**config.mk**
```make
export PLATFORM = sky130hd
export DESIGN_NAME = tile_cache_lru_lookup_unit_flat
export DESIGN_NICKNAME = d
export VERILOG_FILES = /design/src/design/tcl_pkg.sv /design/src/design/tcl_ifs.sv /design/src/design/tcl_tag_ram.sv /design/src/design/tcl_ctrl.sv /design/src/design/tile_cache_lru_lookup_unit.sv /design/src/flat_wrapper.sv
export VERILOG_INCLUDE_DIRS = /design/src /design/src/design
export SDC_FILE = /design/constraint.sdc
export NUM_CORES = 2
export LEC_CHECK = 0
export BUFFER_PORTS_ARGS = -buffer_cell sky130_fd_sc_hd__buf_2
export CORE_MARGIN = 4
export CORE_UTILIZATION = 45
export CTS_CLUSTER_SIZE = 16
export DETAILED_ROUTE_END_ITERATION = 12
export HOLD_SLACK_MARGIN = 0.05
export RECOVER_POWER = 50
export SYNTH_ARGS = -nofsm -noshare
export SYNTH_HDL_FRONTEND = slang
export SYNTH_SLANG_ARGS = --single-unit
```
**constraint.sdc**
```tcl
create_clock -name clock -period 15.44 [get_ports clock]
set_input_delay 4.632 -clock clock [delete_from_list [all_inputs] [get_ports clock]]
set_output_delay 4.632 -clock clock [all_outputs]
set_load 0.01 [all_outputs]
```
**src/design/tile_cache_lru_lookup_unit_macros.svh**
```systemverilog
// Assertion macros used by the tile cache lookup RTL.
`ifndef TILE_CACHE_LRU_LOOKUP_UNIT_MACROS_SVH
`define TILE_CACHE_LRU_LOOKUP_UNIT_MACROS_SVH

// Same-cycle implication, sampled on clock, off while reset is high.
`define TCL_ASSERT_NOW(name, ante, cons, msg) \
   name: assert property (@(posedge clock) disable iff (reset) (ante) |-> (cons)) \
      else $error(msg);

// Next-cycle implication, sampled on clock, off while reset is high.
`define TCL_ASSERT_NEXT(name, ante, cons, msg) \
   name: assert property (@(posedge clock) disable iff (reset) (ante) |=> (cons)) \
      else $error(msg);

`endif

```
**src/design/tcl_pkg.sv**
```systemverilog
// Shared types and constants of the tile cache lookup.
package tcl_pkg;

   localparam int COORD_W   = 29;
   localparam int RUNG_W    = 6;
   localparam int OFFSET_W  = 32;
   localparam int STAMP_W   = 32;
   localparam int COUNT_W   = 17;
   localparam int STATUS_W  = 3;
   localparam int SLOT_W    = 4;
   localparam int CSR_IDX_W = 3;
   localparam int CSR_DAT_W = 29;

   // result status codes
   localparam logic [STATUS_W-1:0] STAT_OUTSIDE = 3'd0;
   localparam logic [STATUS_W-1:0] STAT_BLANK   = 3'd1;
   localparam logic [STATUS_W-1:0] STAT_HIT     = 3'd2;
   localparam logic [STATUS_W-1:0] STAT_FILL    = 3'd3;
   localparam logic [STATUS_W-1:0] STAT_FAIL    = 3'd4;

   // register indexes
   localparam logic [CSR_IDX_W-1:0] CSR_ZOOM_RUNG = 3'd0;
   localparam logic [CSR_IDX_W-1:0] CSR_COL_ORG   = 3'd1;
   localparam logic [CSR_IDX_W-1:0] CSR_ROW_ORG   = 3'd2;
   localparam logic [CSR_IDX_W-1:0] CSR_COLS      = 3'd3;
   localparam logic [CSR_IDX_W-1:0] CSR_ROWS      = 3'd4;

   // one cache slot as held in the tag memory
   typedef struct packed {
      logic [RUNG_W-1:0]         rung;
      logic signed [COORD_W-1:0] col;
      logic signed [COORD_W-1:0] row;
      logic [STAMP_W-1:0]        stamp;
   } tcl_entry_type;

   typedef struct packed {
      logic [RUNG_W-1:0]         rung;
      logic signed [COORD_W-1:0] col_org;
      logic signed [COORD_W-1:0] row_org;
      logic [COUNT_W-1:0]        cols;
      logic [COUNT_W-1:0]        rows;
   } tcl_cfg_type;

   typedef struct packed {
      logic                done;
      logic [STATUS_W-1:0] status;
      logic [SLOT_W-1:0]   slot;
   } tcl_result_type;

endpackage

```
**src/design/tcl_ifs.sv**
```systemverilog
// Request and response channel interfaces of the tile cache lookup.
interface tcl_req_if;
   import tcl_pkg::*;
   logic                      valid;
   logic                      ready;
   logic signed [COORD_W-1:0] tile_col;
   logic signed [COORD_W-1:0] tile_row;
   logic [OFFSET_W-1:0]       index_offset;
   logic                      read_ok;

   modport source (output valid, tile_col, tile_row, index_offset, read_ok, input ready);
   modport sink   (input valid, tile_col, tile_row, index_offset, read_ok, output ready);
endinterface

interface tcl_rsp_if;
   import tcl_pkg::*;
   logic                valid;
   logic                ready;
   logic [STATUS_W-1:0] status;
   logic [SLOT_W-1:0]   slot;

   modport source (output valid, status, slot, input ready);
   modport sink   (input valid, status, slot, output ready);
endinterface

```
**src/design/tcl_tag_ram.sv**
```systemverilog
// Slot tag and stamp memory: one write port, one read port, registered read.
module tcl_tag_ram #(
   parameter int DEPTH = 12,
   parameter int AW    = 4
) (
   input  logic                   clock,
   input  logic                   wr_en,
   input  logic [AW-1:0]          wr_addr,
   input  tcl_pkg::tcl_entry_type wr_data,
   input  logic [AW-1:0]          rd_addr,
   output tcl_pkg::tcl_entry_type rd_data
);
   import tcl_pkg::*;

   tcl_entry_type mem [DEPTH];
   tcl_entry_type rd_data_ff;

   always_ff @(posedge clock) begin
      if (wr_en) begin
         mem[wr_addr] <= wr_data;
      end
   end

   always_ff @(posedge clock) begin
      rd_data_ff <= mem[rd_addr];
   end

   assign rd_data = rd_data_ff;

endmodule

```
**src/design/tcl_ctrl.sv**
```systemverilog
// Lookup sequencer: grid check, slot scan with victim search, write-back.
module tcl_ctrl #(
   parameter int SLOTS = 12,
   parameter int IW    = 4
) (
   input  logic                    clock,
   input  logic                    reset,
   tcl_req_if.sink                 req_chan,
   input  tcl_pkg::tcl_cfg_type    cfg,
   input  logic                    out_free,
   output tcl_pkg::tcl_result_type result,
   output logic                    ram_wr_en,
   output logic [IW-1:0]           ram_wr_addr,
   output tcl_pkg::tcl_entry_type  ram_wr_data,
   output logic [IW-1:0]           ram_rd_addr,
   input  tcl_pkg::tcl_entry_type  ram_rd_data
);
   import tcl_pkg::*;

   `include "tile_cache_lru_lookup_unit_macros.svh"

   localparam logic [IW-1:0] LAST = IW'(SLOTS - 1);

   typedef enum logic [1:0] {ST_IDLE, ST_CHECK, ST_SCAN, ST_UPDATE} state_type;

   typedef struct packed {
      logic signed [COORD_W-1:0] col;
      logic signed [COORD_W-1:0] row;
      logic [OFFSET_W-1:0]       offset;
      logic                      read_ok;
   } req_type;

   state_type           state_ff, state_in;
   req_type             req_ff, req_in;
   logic [IW-1:0]       rd_idx_ff, rd_idx_in;
   logic [IW-1:0]       cmp_idx_ff, cmp_idx_in;
   logic [IW-1:0]       sel_ff, sel_in;
   logic                lock_ff, lock_in;
   logic [STAMP_W-1:0]  oldest_ff, oldest_in;
   logic [STATUS_W-1:0] status_ff, status_in;
   logic [SLOTS-1:0]    valid_ff, valid_in;
   logic                stamp0_set_ff, stamp0_set_in;
   logic [STAMP_W-1:0]  clock_ff, clock_in;

   logic signed [COORD_W+1:0] col_ext, row_ext, col_lim, row_lim;
   logic                      in_grid;
   logic                      tag_hit;
   logic                      done;
   logic [7:0]                sel_wide;

   // grid bounds at full precision: origin <= coord < origin + count
   assign col_ext = $signed({{2{req_ff.col[COORD_W-1]}}, req_ff.col});
   assign row_ext = $signed({{2{req_ff.row[COORD_W-1]}}, req_ff.row});
   assign col_lim = $signed({{2{cfg.col_org[COORD_W-1]}}, cfg.col_org})
                  + $signed({{(COORD_W+2-COUNT_W){1'b0}}, cfg.cols});
   assign row_lim = $signed({{2{cfg.row_org[COORD_W-1]}}, cfg.row_org})
                  + $signed({{(COORD_W+2-COUNT_W){1'b0}}, cfg.rows});
   assign in_grid = (req_ff.col >= cfg.col_org) && (req_ff.row >= cfg.row_org)
                 && (col_ext < col_lim) && (row_ext < row_lim);

   assign tag_hit = valid_ff[cmp_idx_ff] && (ram_rd_data.rung == cfg.rung)
                 && (ram_rd_data.col == req_ff.col) && (ram_rd_data.row == req_ff.row);

   assign ram_rd_addr = rd_idx_ff;
   assign ram_wr_addr = sel_ff;
   assign ram_wr_data = '{rung: cfg.rung, col: req_ff.col, row: req_ff.row,
                          stamp: STAMP_W'(clock_ff + 1'b1)};

   assign req_chan.ready = (state_ff == ST_IDLE);

   assign sel_wide = 8'(sel_ff);
   assign result   = '{done: done, status: status_ff, slot: sel_wide[SLOT_W-1:0]};

   always_comb begin
      state_in      = state_ff;
      req_in        = req_ff;
      rd_idx_in     = rd_idx_ff;
      cmp_idx_in    = cmp_idx_ff;
      sel_in        = sel_ff;
      lock_in       = lock_ff;
      oldest_in     = oldest_ff;
      status_in     = status_ff;
      valid_in      = valid_ff;
      stamp0_set_in = stamp0_set_ff;
      clock_in      = clock_ff;
      ram_wr_en     = 1'b0;
      done          = 1'b0;
      unique case (state_ff)
         ST_IDLE: begin
            if (req_chan.valid) begin
               req_in    = '{col: req_chan.tile_col, row: req_chan.tile_row,
                             offset: req_chan.index_offset, read_ok: req_chan.read_ok};
               rd_idx_in = '0;
               state_in  = ST_CHECK;
            end
         end
         ST_CHECK: begin
            // slot 0 is read on this edge
            sel_in     = '0;
            rd_idx_in  = IW'(1);
            cmp_idx_in = '0;
            if (!in_grid) begin
               status_in = STAT_OUTSIDE;
               state_in  = ST_UPDATE;
            end else if (req_ff.offset == '0) begin
               status_in = STAT_BLANK;
               state_in  = ST_UPDATE;
            end else begin
               state_in = ST_SCAN;
            end
         end
         ST_SCAN: begin
            if (rd_idx_ff != LAST) begin
               rd_idx_in = rd_idx_ff + 1'b1;
            end
            cmp_idx_in = cmp_idx_ff + 1'b1;
            if (tag_hit) begin
               sel_in    = cmp_idx_ff;
               status_in = STAT_HIT;
               state_in  = ST_UPDATE;
            end else begin
               if (cmp_idx_ff == '0) begin
                  // slot 0 seeds the search even when empty
                  sel_in    = '0;
                  lock_in   = 1'b0;
                  oldest_in = stamp0_set_ff ? ram_rd_data.stamp : '0;
               end else if (!lock_ff) begin
                  if (!valid_ff[cmp_idx_ff]) begin
                     sel_in  = cmp_idx_ff;
                     lock_in = 1'b1;
                  end else if (ram_rd_data.stamp < oldest_ff) begin
                     sel_in    = cmp_idx_ff;
                     oldest_in = ram_rd_data.stamp;
                  end
               end
               if (cmp_idx_ff == LAST) begin
                  status_in = req_ff.read_ok ? STAT_FILL : STAT_FAIL;
                  state_in  = ST_UPDATE;
               end
            end
         end
         ST_UPDATE: begin
            if (out_free) begin
               done     = 1'b1;
               state_in = ST_IDLE;
               case (status_ff) inside
                  STAT_HIT, STAT_FILL: begin
                     ram_wr_en = 1'b1;
                     clock_in  = STAMP_W'(clock_ff + 1'b1);
                     if (sel_ff == '0) begin
                        stamp0_set_in = 1'b1;
                     end
                     if (status_ff == STAT_FILL) begin
                        valid_in[sel_ff] = 1'b1;
                     end
                  end
                  STAT_FAIL: begin
                     valid_in[sel_ff] = 1'b0;
                  end
                  default: begin
                  end
               endcase
            end
         end
         default: begin
            state_in = ST_IDLE;
         end
      endcase
   end

   always_ff @(posedge clock) begin
      if (reset) begin
         state_ff      <= ST_IDLE;
         valid_ff      <= '0;
         stamp0_set_ff <= 1'b0;
         clock_ff      <= '0;
      end else begin
         state_ff      <= state_in;
         valid_ff      <= valid_in;
         stamp0_set_ff <= stamp0_set_in;
         clock_ff      <= clock_in;
      end
      req_ff     <= req_in;
      rd_idx_ff  <= rd_idx_in;
      cmp_idx_ff <= cmp_idx_in;
      sel_ff     <= sel_in;
      lock_ff    <= lock_in;
      oldest_ff  <= oldest_in;
      status_ff  <= status_in;
   end

   `TCL_ASSERT_NEXT(a_fill_sets_valid, done && (status_ff == STAT_FILL), valid_ff[$past(sel_ff)], "filled slot not valid")
   `TCL_ASSERT_NEXT(a_fail_clears_valid, done && (status_ff == STAT_FAIL), !valid_ff[$past(sel_ff)], "failed slot still valid")
   `TCL_ASSERT_NEXT(a_clock_steady, !(done && (status_ff == STAT_HIT || status_ff == STAT_FILL)), $stable(clock_ff), "use clock moved without a stamp write")
   `TCL_ASSERT_NOW(a_hit_is_valid, done && (status_ff == STAT_HIT), valid_ff[sel_ff], "hit on an empty slot")

endmodule

```
**src/design/tile_cache_lru_lookup_unit.sv**
```systemverilog
// Top level of the tile cache lookup: registers, sequencer, tag memory, output stage.
//
//   channel   dir   handshake          payload
//   req_chan  in    valid/ready        tile_col, tile_row, index_offset, read_ok
//   rsp_chan  out   valid/ready        status, slot
//   csr_*     in    csr_we (no wait)   csr_index, csr_wdata
//
// Timing: one item at a time. An item outside the grid or blank goes from the check
//   straight to the output register; any other first passes the scan, which ends
//   early on a hit and reads one slot per cycle from the tag memory. The input
//   reopens at the same edge that writes the result to the output register.
// Reset: synchronous; clears valid bits, use clock and sequencer. Memory is not
//   cleared; a flag stands in for the zero stamp of slot 0 until first written.
// Stalls: the output register holds one result; the next item is taken while it
//   waits, and the sequencer holds its write-back until the register frees.
module tile_cache_lru_lookup_unit #(
   parameter int SLOTS = 12
) (
   input  logic                            clock,
   input  logic                            reset,
   tcl_req_if.sink                         req_chan,
   tcl_rsp_if.source                       rsp_chan,
   input  logic                            csr_we,
   input  logic [tcl_pkg::CSR_IDX_W-1:0]   csr_index,
   input  logic [tcl_pkg::CSR_DAT_W-1:0]   csr_wdata
);
   import tcl_pkg::*;

   localparam int IW = $clog2(SLOTS);

   tcl_cfg_type         cfg_ff;
   tcl_result_type      result;
   logic                out_free;
   logic                rsp_valid_ff;
   logic [STATUS_W-1:0] rsp_status_ff;
   logic [SLOT_W-1:0]   rsp_slot_ff;

   logic                ram_wr_en;
   logic [IW-1:0]       ram_wr_addr;
   logic [IW-1:0]       ram_rd_addr;
   tcl_entry_type       ram_wr_data;
   tcl_entry_type       ram_rd_data;

   // configuration registers; the user must write them only while the block is idle; the block does not enforce it
   always_ff @(posedge clock) begin
      if (reset) begin
         cfg_ff <= '{rung: '0, col_org: '0, row_org: '0,
                     cols: COUNT_W'(1), rows: COUNT_W'(1)};
      end else if (csr_we) begin
         unique case (csr_index)
            CSR_ZOOM_RUNG: cfg_ff.rung    <= csr_wdata[RUNG_W-1:0];
            CSR_COL_ORG:   cfg_ff.col_org <= csr_wdata[COORD_W-1:0];
            CSR_ROW_ORG:   cfg_ff.row_org <= csr_wdata[COORD_W-1:0];
            CSR_COLS:      cfg_ff.cols    <= csr_wdata[COUNT_W-1:0];
            CSR_ROWS:      cfg_ff.rows    <= csr_wdata[COUNT_W-1:0];
            default: begin
            end
         endcase
      end
   end

   // output register: free when empty or being drained this cycle
   assign out_free = !rsp_valid_ff || rsp_chan.ready;

   always_ff @(posedge clock) begin
      if (reset) begin
         rsp_valid_ff <= 1'b0;
      end else if (result.done) begin
         rsp_valid_ff <= 1'b1;
      end else if (rsp_chan.ready) begin
         rsp_valid_ff <= 1'b0;
      end
      if (result.done) begin
         rsp_status_ff <= result.status;
         rsp_slot_ff   <= result.slot;
      end
   end

   assign rsp_chan.valid  = rsp_valid_ff;
   assign rsp_chan.status = rsp_status_ff;
   assign rsp_chan.slot   = rsp_slot_ff;

   tcl_ctrl #(
      .SLOTS (SLOTS),
      .IW    (IW)
   ) u_ctrl (
      .clock       (clock),
      .reset       (reset),
      .req_chan    (req_chan),
      .cfg         (cfg_ff),
      .out_free    (out_free),
      .result      (result),
      .ram_wr_en   (ram_wr_en),
      .ram_wr_addr (ram_wr_addr),
      .ram_wr_data (ram_wr_data),
      .ram_rd_addr (ram_rd_addr),
      .ram_rd_data (ram_rd_data)
   );

   tcl_tag_ram #(
      .DEPTH (SLOTS),
      .AW    (IW)
   ) u_tag_ram (
      .clock   (clock),
      .wr_en   (ram_wr_en),
      .wr_addr (ram_wr_addr),
      .wr_data (ram_wr_data),
      .rd_addr (ram_rd_addr),
      .rd_data (ram_rd_data)
   );

endmodule

```
**src/flat_wrapper.sv**
```systemverilog
// flat-port wrapper written by rule: the top's interface ports become plain ports
module tile_cache_lru_lookup_unit_flat import tcl_pkg::*;
#(
   parameter int SLOTS = 12
)
  (clock, reset, csr_we, csr_index, csr_wdata, req_chan_valid, req_chan_tile_col, req_chan_tile_row, req_chan_index_offset, req_chan_read_ok, req_chan_ready, rsp_chan_valid, rsp_chan_status, rsp_chan_slot, rsp_chan_ready);
  tcl_req_if req_chan_i ();
  tcl_rsp_if rsp_chan_i ();
  input  logic clock;
  input  logic reset;
  input  logic csr_we;
  input  logic [tcl_pkg::CSR_IDX_W-1:0] csr_index;
  input  logic [tcl_pkg::CSR_DAT_W-1:0] csr_wdata;
  input wire logic [$bits(req_chan_i.valid)-1:0] req_chan_valid;
  input wire logic [$bits(req_chan_i.tile_col)-1:0] req_chan_tile_col;
  input wire logic [$bits(req_chan_i.tile_row)-1:0] req_chan_tile_row;
  input wire logic [$bits(req_chan_i.index_offset)-1:0] req_chan_index_offset;
  input wire logic [$bits(req_chan_i.read_ok)-1:0] req_chan_read_ok;
  output wire logic [$bits(req_chan_i.ready)-1:0] req_chan_ready;
  output wire logic [$bits(rsp_chan_i.valid)-1:0] rsp_chan_valid;
  output wire logic [$bits(rsp_chan_i.status)-1:0] rsp_chan_status;
  output wire logic [$bits(rsp_chan_i.slot)-1:0] rsp_chan_slot;
  input wire logic [$bits(rsp_chan_i.ready)-1:0] rsp_chan_ready;
  assign req_chan_i.valid = req_chan_valid;
  assign req_chan_i.tile_col = req_chan_tile_col;
  assign req_chan_i.tile_row = req_chan_tile_row;
  assign req_chan_i.index_offset = req_chan_index_offset;
  assign req_chan_i.read_ok = req_chan_read_ok;
  assign req_chan_ready = req_chan_i.ready;
  assign rsp_chan_valid = rsp_chan_i.valid;
  assign rsp_chan_status = rsp_chan_i.status;
  assign rsp_chan_slot = rsp_chan_i.slot;
  assign rsp_chan_i.ready = rsp_chan_ready;
  tile_cache_lru_lookup_unit #(.SLOTS(SLOTS)) u_core (.clock(clock), .reset(reset), .req_chan(req_chan_i), .rsp_chan(rsp_chan_i), .csr_we(csr_we), .csr_index(csr_index), .csr_wdata(csr_wdata));
endmodule
```
==> qor.yml <==
logic_synthesis:
  synth_seq_cells: 1540
  async_flop_share_pct: 0
  synth_cell_types: 71
  syn_avg_cell_area_sq_um: 16.6
  synth_edf_count: 1298
  synth.most_common_cell: "edfxtp_1"
  yosysTopAreaCellShare_pct: 62.6
  yosysSeqAreaShare_pct: 70.3
  synth-warning-count: 0
  syn_area_sq_um: 62300
  synthTopCellsByArea: "edfxtp_1 (63%), mux4_2 (11%), dfxtp_1 (7.8%)"
  syn-num-nets: 4063
  synthCells: 3744
  synth_flop_cell: "edfxtp_1"
  yosys-top-cells-count: "edfxtp_1 (1298), nand2_1 (355), mux4_2 (291), dfxtp_1 (242)"
  synth_top_cell_by_area: "edfxtp_1"
placement:
  dp_hpwl_microns: 85500
  gp_congestion: 0.818
  portBuffers: 136
  placed_area_sq_um: 65400
power:
  p_int_mw: 8.04
  leakagePower_nw: 24.1
  switching_share_pct: 27.2
  power-per-cell-area_nw_per_um2: 157
  p_seq_share_pct: 45.8
  clock_power_share_pct: 33.6
  p_sw_mw: 3.00
  ir_worst_vdd_uv: 157
  pwr-share-comb_pct: 20.7
floorplanning:
  start_util_pct: 45.3
  dieArea_sq_um: 144000
  fp.dieH_microns: 380
  rows: 136
  die-width_microns: 380
  io_pins: 137
  core_sq_um: 137000
setup_path:
  cp_max_fo: 99
  reg2reg_depth: 3
  crit_required_ps: 16060
  crit_type: "reg2reg"
  worstSetupStartpointType: "flop"
  crit_path_end_kind: "flop"
  arrival_ps: 9980
drt:
  via_per_inst: 5.59
  drt-initial-drc-count: 2430
  ant_nets: 0
  first_pass_iters: 5
  num_vias: 32900
  drc: 0
  drt-total-wl_microns: 143000
  wire_per_inst_microns: 24.3
status:
  status: "finished, violations left"
  violations: "max-capacitance violations, max-slew violations"
timing:
  layout_min_cycle_time_ps: 9360
  worst_pin_slew_ps: 9690
  worst_clock_skew_ps: 24.9
  period_share_pct: 60.7
  drv_slew: 340
  rsz0062_at_grt: "false"
  finalSetupViolCount: 0
  tns_ps: 0
  clock.fmax_ghz: 0.107
  hold_viol: 0
  slew-limit-headroom_pct: -546
clocking:
  cts_root_buf: "clkbuf_16"
  htreeDepth: 4
  post_cts_resized: 0
  hold_buffers: 0
  cts_buffers: 159
  clk_path_buf_depth: 3
  cts_tree: "built"
  clk_pin_slew_worst_paths_ps: 60
  clkLatencyLatePin_ps: 750
  post-cts-setup-buffers: 0
  numClockSinks: 1540
global_routing:
  track_usage_pct: 19.7
  antenna_found_initial: 2
  grt-ovfl-total: 0
  first_global_vias: 33400
  grt_pass1_wl_microns: 214000
  grt_max_degree: 195
layout:
  design_area_sq_um: 70300
  drive_gt1_share_pct: 17.2
  finalNetCount: 4285
  area_growth_pct: 12.8
hold_path:
  holdPathStages: 2
  hold_path.class: "reg2reg"
flow_run:
  max_cap_viol_count: 6
-- path summary, 6_finish.rpt --
| check | to | slack, ps | startpoint |
|---|---|---|---|
| worst min register to register | u_core.cfg_ff[12] | 460 | u_core.cfg_ff[12] |
| worst min-delay path | u_core.cfg_ff[12] | 460 | u_core.cfg_ff[12] |
| worst max-delay path | u_core.u_tag_ram.rd_data[23] | 6080 | u_core.u_ctrl.ram_rd_addr[2] |
| worst max register to register | u_core.u_tag_ram.rd_data[23] | 6080 | u_core.u_ctrl.ram_rd_addr[2] |
-- power by group through the flow --
stage	Sequential, mW	Clock, mW	Combinational, mW
floorplan	5.07	0	1.46
global placement	5.13	0	2.15
detailed placement	5.14	0	2.16
CTS	5.05	3.80	2.16
global route	5.08	3.98	2.49
finish	5.05	3.71	2.28
-- layer usage --
layer / GRT usage (%) / vias up / share of wire (%)
li1: - / 15000 / -
met1: 27.7 / 17000 / 45
met2: 32.4 / 830 / 48
met3: 3.06 / 161 / 4.9
met4: 5.17 / 0 / 2.0
met5: 0 / - / 0
-- cell usage in the layout, fill, tap and decap left out, drive strengths merged, types with 5 or more instances in the layout --
cell type | Yosys | layout
nand4 | 38 | 38
ha | 189 | 189
nand3 | 38 | 38
o21ai | 153 | 153
buf | 49 | 166
a21oi | 189 | 189
nand3b | 6 | 6
mux4 | 291 | 291
a211oi | 17 | 17
inv | 115 | 122
a31oi | 8 | 8
bufinv | 0 | 8
a311oi | 5 | 5
nand2b | 11 | 11
or3 | 20 | 20
a21o | 32 | 32
edfxtp | 1298 | 1298
clkbuf | 98 | 265
nor2b | 48 | 48
xor2 | 105 | 105
nand2 | 355 | 355
nor2 | 118 | 118
xnor2 | 62 | 62
clkinv | 1 | 53
mux2i | 105 | 105
a2111oi | 5 | 5
and3 | 7 | 7
and2 | 11 | 11
o21a | 5 | 5
nor4 | 33 | 33
dfxtp | 242 | 242
nor3 | 37 | 37
-- metrics by stage --
stage                     setup WS (ps)  instances  hold WS (ps)  total power, mW  util (%)
after CTS                          7520       5892           463             11.0      51.3
after global routing               5620       5892           482             11.5      51.1
after detailed placement           6710       5599           455             7.30      47.6
final                              6080       5893           462             11.0      51.1
after floorplan                    2290       3744           436             6.53         -
after global placement             6810       5599           450             7.29      47.6
-- state kept, by name (all words and copies together) (netlist names), 3 cells and up, named ones only --
register / flops
u_core.cfg_ff: 98
u_core.rsp_chan.slot: 4
u_core.rsp_chan.status: 3
u_core.u_ctrl.clock_ff: 32
u_core.u_ctrl.cmp_idx_ff: 4
u_core.u_ctrl.oldest_ff: 32
u_core.u_ctrl.ram_rd_addr: 4
u_core.u_ctrl.ram_wr_addr: 4
u_core.u_ctrl.ram_wr_data: 58
u_core.u_ctrl.req_ff: 33
u_core.u_ctrl.status_ff: 3
u_core.u_tag_ram.mem: 1152
u_core.u_tag_ram.rd_data: 96
-- worst max-delay path, cell delays in order, from the launching register on --
cell and delay, ps:
edfxtp_1 320, clkbuf_1 6650, mux2i_1 1550, o21ai_0 590
-- cell families after synthesis --
kind of cell	Yosys count	share of synthesized area, %
DFF	1540	70.3
buffers and inverters	263	1.60
xor gates and xnor gates	167	2.35
muxes	396	12.2
AOI/OAI and AO/OA	452	4.15
and+or+nand+nor	735	5.52
adders and majority gates	191	3.86
-- area by class of cell --
class	count	area, sq um
timing repair buffer	208	1170
tap	1794	2240
fill	11300	67200
sequential	1540	43800
antenna	1	2.50
multi-input combinational	1941	17500
clock buffer	223	4510
inverter	116	435
clock inverter	70	563
Power figures use the tool's default switching activity.
